--- src/design/round_robin_mailbox_scheduler_unit_assert.svh ---
// Assertion macros shared by the mailbox scheduler modules.
`ifndef ROUND_ROBIN_MAILBOX_SCHEDULER_UNIT_ASSERT_SVH
`define ROUND_ROBIN_MAILBOX_SCHEDULER_UNIT_ASSERT_SVH
`ifndef ASSERT_OFF
`define RRMS_ASSERT_IMP(lbl, clk, rst_n, ante, cons, msg) \
	lbl: assert property (@(posedge clk) disable iff (!rst_n) (ante) |-> (cons)) else $error(msg);
`define RRMS_ASSERT_NXT(lbl, clk, rst_n, ante, cons, msg) \
	lbl: assert property (@(posedge clk) disable iff (!rst_n) (ante) |=> (cons)) else $error(msg);
`else
`define RRMS_ASSERT_IMP(lbl, clk, rst_n, ante, cons, msg)
`define RRMS_ASSERT_NXT(lbl, clk, rst_n, ante, cons, msg)
`endif
`endif

--- src/design/rrms_pkg.sv ---
// Shared constants, codes and control types of the mailbox scheduler.
`timescale 1ns / 1ps
package rrms_pkg;

	localparam int MAX_ACTORS_DEF  = 64;
	localparam int QUEUE_DEPTH_DEF = 16;
	localparam int MSG_WIDTH_DEF   = 32;

	localparam int OP_W     = 2;
	localparam int IDX_W    = 6;
	localparam int WORD_W   = 32;
	localparam int STATUS_W = 2;
	localparam int PEND_W   = 5;
	localparam int CFG_W    = 7;
	localparam int PADDR_W  = 3;
	localparam int PDATA_W  = 32;

	localparam logic [CFG_W-1:0] CFG_RESET = CFG_W'(1);

	localparam logic REG_ACTOR_COUNT = 1'b0;

	localparam logic [OP_W-1:0] OP_TELL     = 2'd0;
	localparam logic [OP_W-1:0] OP_DISPATCH = 2'd1;
	localparam logic [OP_W-1:0] OP_DONE     = 2'd2;

	localparam logic [STATUS_W-1:0] ST_OK    = 2'd0;
	localparam logic [STATUS_W-1:0] ST_FULL  = 2'd1;
	localparam logic [STATUS_W-1:0] ST_IDLE  = 2'd2;
	localparam logic [STATUS_W-1:0] ST_RANGE = 2'd3;

	typedef struct packed {
		logic accept;
		logic look;
		logic mod_init;
		logic mod_step;
		logic exec;
		logic msg;
	} rrms_cmd_t;

	typedef struct packed {
		logic in_dispatch;
		logic start_ok;
		logic mod_last;
		logic out_free;
		logic need_msg;
	} rrms_sts_t;

endpackage

--- src/design/rrms_ctrl.sv ---
// Controller: sequences accept, start modulo, pick, execute and message read.
`timescale 1ns / 1ps
`include "round_robin_mailbox_scheduler_unit_assert.svh"
module rrms_ctrl (
	input  logic                clk,
	input  logic                arst_n,
	input  logic                req_valid,
	output logic                req_ready,
	input  rrms_pkg::rrms_sts_t sts,
	output rrms_pkg::rrms_cmd_t cmd
);

	typedef enum logic [2:0] {
		S_IDLE,
		S_MOD,
		S_PICK,
		S_EXEC,
		S_MSG
	} state_t;

	state_t state_q;
	state_t state_n;

	always_comb begin
		cmd       = '0;
		req_ready = 1'b0;
		state_n   = state_q;
		unique case (state_q)
			S_IDLE: begin
				req_ready = 1'b1;
				if (req_valid) begin
					cmd.accept = 1'b1;
					if (sts.in_dispatch && !sts.start_ok) begin
						cmd.mod_init = 1'b1;
						state_n      = S_MOD;
					end else begin
						cmd.look = 1'b1;
						state_n  = S_EXEC;
					end
				end
			end
			S_MOD: begin
				cmd.mod_step = 1'b1;
				if (sts.mod_last) state_n = S_PICK;
			end
			S_PICK: begin
				cmd.look = 1'b1;
				state_n  = S_EXEC;
			end
			S_EXEC: begin
				if (sts.out_free) begin
					cmd.exec = 1'b1;
					state_n  = sts.need_msg ? S_MSG : S_IDLE;
				end
			end
			S_MSG: begin
				if (sts.out_free) begin
					cmd.msg = 1'b1;
					state_n = S_IDLE;
				end
			end
			default: begin
				state_n = S_IDLE;
			end
		endcase
	end

	always_ff @(posedge clk or negedge arst_n) begin
		if (!arst_n) begin
			state_q <= S_IDLE;
		end else begin
			state_q <= state_n;
		end
	end

	`RRMS_ASSERT_IMP(a_msg_after_exec, clk, arst_n, state_q == S_MSG, $past(state_q) == S_EXEC || $past(state_q) == S_MSG, "message read without execute")
	`RRMS_ASSERT_IMP(a_pick_after_mod, clk, arst_n, state_q == S_PICK, $past(state_q) == S_MOD, "pick without start modulo")
	`RRMS_ASSERT_NXT(a_exec_holds, clk, arst_n, state_q == S_EXEC && !sts.out_free, state_q == S_EXEC, "execute left while result blocked")

endmodule

--- config.mk ---
export PLATFORM = sky130hd
export DESIGN_NAME = rrms_ctrl
export DESIGN_NICKNAME = d
export VERILOG_FILES = /design/src/design/rrms_pkg.sv /design/src/design/rrms_ctrl.sv
export VERILOG_INCLUDE_DIRS = /design/src /design/src/design
export SDC_FILE = /design/constraint.sdc
export NUM_CORES = 1
export LEC_CHECK = 0
export BUFFER_PORTS_ARGS = -buffer_cell sky130_fd_sc_hd__buf_2
export CAP_MARGIN = 20
export CORE_AREA = 4 4 41 43
export CTS_BUF_LIST = sky130_fd_sc_hd__clkbuf_8
export DETAILED_ROUTE_END_ITERATION = 16
export DIE_AREA = 0 0 45 47
export HOLD_SLACK_MARGIN = 0.1
export PLACE_DENSITY = 0.4
export SETUP_SLACK_MARGIN = 0.2
export SYNTH_ARGS = -nofsm -noshare
export SYNTH_HDL_FRONTEND = slang
export SYNTH_SLANG_ARGS = --single-unit
--- constraint.sdc ---
create_clock -name clk -period 1.22 [get_ports clk]
set_input_delay 0.061 -clock clk [delete_from_list [all_inputs] [get_ports clk]]
set_output_delay 0.061 -clock clk [all_outputs]
set_load 0.03 [all_outputs]
After elaboration in Yosys (flattened, before gate mapping)
Index checks and enable logic that the tools add are counted.
W data, S select, Z words.
{ "word_totals": {"regBits": 3, "latch_bits": 0, "ramBits": 0, "rom_bits": 0, "word_cells": 31, "n_memories": 0} }
{ "op_classes": {"n_addsub": 0, "mul": 0, "div": 0, "magnitude_cmp": 0, "n_eq_ne": 8, "n_shift": 0, "muxes": 18, "n_bitwise": 0, "reduce_logical": 4} }
{ "op_table": {"columns": ["op", "n"], "rows": [
  ["$mux W3", 6],
  ["$pmux W3 S5", 1],
  ["$mux W1", 9],
  ["$ne A2 B2 Y1 const B", 4],
  ["$eq A3 B2 Y1 const B", 2],
  ["$reduce_and A4 Y1", 1],
  ["$eq A3 B1 Y1 const B", 1],
  ["$eq A3 B3 Y1 const B", 1],
  ["$logic_not A3 Y1", 1],
  ["$mux W2", 1],
  ["$pmux W1 S2", 1],
  ["$logic_and A1 B1 Y1", 1],
  ["$logic_not A1 Y1", 1]
]} }

Depth between registers and ports, before layout
{ "logic_depth": {"ltp_word": 5, "depth_mapped": 4, "ltp_nobuf": 3} }

Least setup slack after synthesis
OpenSTA, ideal clock, no wires.
{ "synth_path": {"kind": "reg-to-output", "startpoint": "register state_q[1]", "endpoint": "output cmd[3] in the netlist's numbering", "t_arrival_ps": 1403, "t_required_ps": 1159, "slack_ps": -244, "path_stages_with_launch": 5, "path_buffers": 1, "cell_sequence": "dfrtp_1 -> buf_6 -> nor3_4 -> and2_4 -> and2b_1"} }
{ "synth_lines": {"columns": ["item", "line", "text"], "rows": [
  ["from (decl)", "rrms_ctrl.sv:21", "state_t state_q;"],
  ["from (signal assigned)", "rrms_ctrl.sv:72", "state_q <= state_n;"],
  ["to (decl)", "rrms_ctrl.sv:10", "output rrms_pkg::rrms_cmd_t cmd"]
]} }

==> impl_results.md <==
- Outcome: finished with violations
- Failing checks: setup timing
- Critical path capture point type: output port
- Post-synthesis sequential area ratio: around a third
- ANT cells: 0
- Num Clock Sinks: 3
- Total die area: ~2100 sq um
- Post-synthesis async set-or-reset flop share: 100%
- Power Total: 1.11 mW
- Synth warn: 0
- Worst Setup Path Type: reg2out
- Data required, critical path: approximately 1.2 ns
- PwrDens: roughly 2500 nW/um^2
- Antenna-violating nets left: 0
- Placer Congestion: approximately 0.72
- Gate Count Post-Synth: 25
- First-pass GRT wire length: 1.15 mm
- # setup viols final: 3
- Finished Layout Cells: 62
- Vias in the first global route: slightly below 300
- Hpwl dp: 490 um
- Later-pin clock latency in the skew report: roughly 0.21 ns
- Post-layout net count: 56
- Slew Limit Fails: 0
- Most flop-heavy register: state_q
- Max Fanout on Critical Path: 4
- I/O Pins: 15
- Ys flop type: dfrtp_1
- Synthesized area: roughly 230 sq um
- Antenna violations before repair: 0
- # placed instances: between 50 and 60
- Maximum clock rate: roughly 0.78 GHz
- RSZ-0062 raised after global routing: yes
- Commonest cells in the synthesized netlist: a21oi_1 (3), dfrtp_1 (3), buf_6 (2), nand2_1 (2), nor2_1 (2)
- Post-synthesis cell type count: 18
- Final wirelength: roughly 650 um
- Vias per std cell: 4.27
- Register bit total from synthesis: 3
- Hold Vio Cnt, Final: 0
- H-tree levels: 1
- Root Driver: clkbuf_8
- Hold slack: approximately 0.17 ns
- Pin count of the biggest net entering global routing: 10
- Layout cells sized above 1: about 68%
- Final instance area: 449 sq um
- IO buf count: 14
- DRT Pass-1 Iters: 2
- CTS max path bufs: 2
- CP startpoint kind: flop
- Floorplan row count: 13
- P&R area growth vs syn: 96.2%
- Fill cells: ~150
- Clock period minus final worst setup slack: 1.29 ns
- Clock transition at path regs: 0.03 ns
- CTS Buf Count: 3
- Starting Density: 17.6%
- Max reg flops: 3
- Die Height: around 47 um
- Max cap viols: 0
- Top cells by area, synth: dfrtp_1 (33%), buf_6 (9.8%), nor3_4 (7.1%), a21oi_1 (6.6%), and4b_1 (4.4%)
- Crit share post-route: 106%
- Total GRT Usage: 7.67%
- DP Area: 325 sq um
- Die width: approximately 45 um
- Synthesized area per cell: just over 9 sq um
- DRT iter0 DRCs: 3
- Least-Margin Pin Slew: 0.151 ns
- Share of the synthesized area in the top cell type: between 30% and 40%
- Final setup margin: -0.0702 ns
- Relative slew margins: approximately nine tenths
- Wire per inst: ~11 um
- Post-synth EDFFs: 0
- Leading area contributor after synthesis: dfrtp_1
- Syn nets: 33
- CP arrival: 1.23 ns
- Drt drc: 0
- Core box area: ~1300 sq um
- Dpl ws: roughly 0.10 ns
- Regs by FF count: state_q: 3 flops
- Total gr overflow: 0
- Hold Crit Class: in2async
- Clock skew: about 0.0020 ns
- CTS tree: built
- Static Leak: approximately 0.21 nW
- Via Count: approximately 270
- Maximum VDD drop: 961 uV
==> placed cells by master (no fill, tap or decap), types with 2 or more instances in the layout <==
cell	Yosys	routed
nor2_2	0	2
buf_6	2	3
dfrtp_1	3	2
a21oi_1	3	2
dlygate4sd3_1	0	3
nand2_1	2	2
buf_4	0	5
clkbuf_8	0	3
buf_2	0	9
==> power breakdown <==
part	switching (mW)	internal, mW
Clock	0.0663	0.214
Sequential	0.0489	0.143
Combinational	0.349	0.288
==> final timing paths <==
path | start | end | slack [ns] | cells after the start
worst max-delay path | state_q[2]$_DFFE_PN0P_ | cmd[3] | -0.07 | 4
worst min-delay path | arst_n | state_q[1]$_DFFE_PN0P_ | 0.17 | 2
worst max register to register | state_q[0]$_DFFE_PN0P_ | state_q[2]$_DFFE_PN0P_ | 0.11 | 4
worst min register to register | state_q[1]$_DFFE_PN0P_ | state_q[0]$_DFFE_PN0P_ | 0.72 | 2
max in group asynchronous | arst_n | state_q[2]$_DFFE_PN0P_ | 0.94 | 2
min in group clk | req_valid | state_q[1]$_DFFE_PN0P_ | 0.18 | 3
==> kinds of logic after synthesis <==
logic type	synth area share (%)
AO/OA/AOI/OAI	18.0
buffers and inverters	9.84
flip-flops	32.8
AND/OR/NAND/NOR	39.4
==> critical path: stages, from the launching register on <==
cell and delay, ns:
dfrtp_2 0.43, nor3_4 0.17, and2_4 0.16, and2b_2 0.14, buf_6 0.12
==> area by class of cell <==
type	instances	area, sq um	area share [%]
Clock buffer	3	41.3	9.19
Clock inverter	1	3.75	0.836
Multi-Input combinational cell	20	163	36.2
Sequential cell	3	76.3	17.0
Tap cell	15	18.8	4.18
Timing Repair Buffer	20	146	32.6
==> metal layers <==
metal  vias to the layer above  global-route usage (%)  share of wire, %
met4                         0                    3.51                 0
met1                       126                    6.16                35
met2                         7                    15.5                61
li1                        132                       -                 -
met3                         0                    3.45               3.8
met5                         -                       0                 0
==> stage by stage <==
step / util [%] / setup TNS (ns)
after floorplan: - / -0.227
after global placement: 25.0 / 0
after detailed placement: 25.0 / 0
after CTS: 33.9 / -0.212
after global routing: 34.5 / -0.428
final: 34.5 / -0.158
==> what timing repair did <==
| action | CTS | global route |
|---|---|---|
| pin swaps | 0 | 2 |
| hold endpoints to repair | 4 | 0 |
| buffers inserted | 0 | 0 |
| setup endpoints to repair | 9 | 10 |
| gates resized for setup | 12 | 3 |
| hold buffers | 3 | 0 |
(Power assumes the default switching activity.)
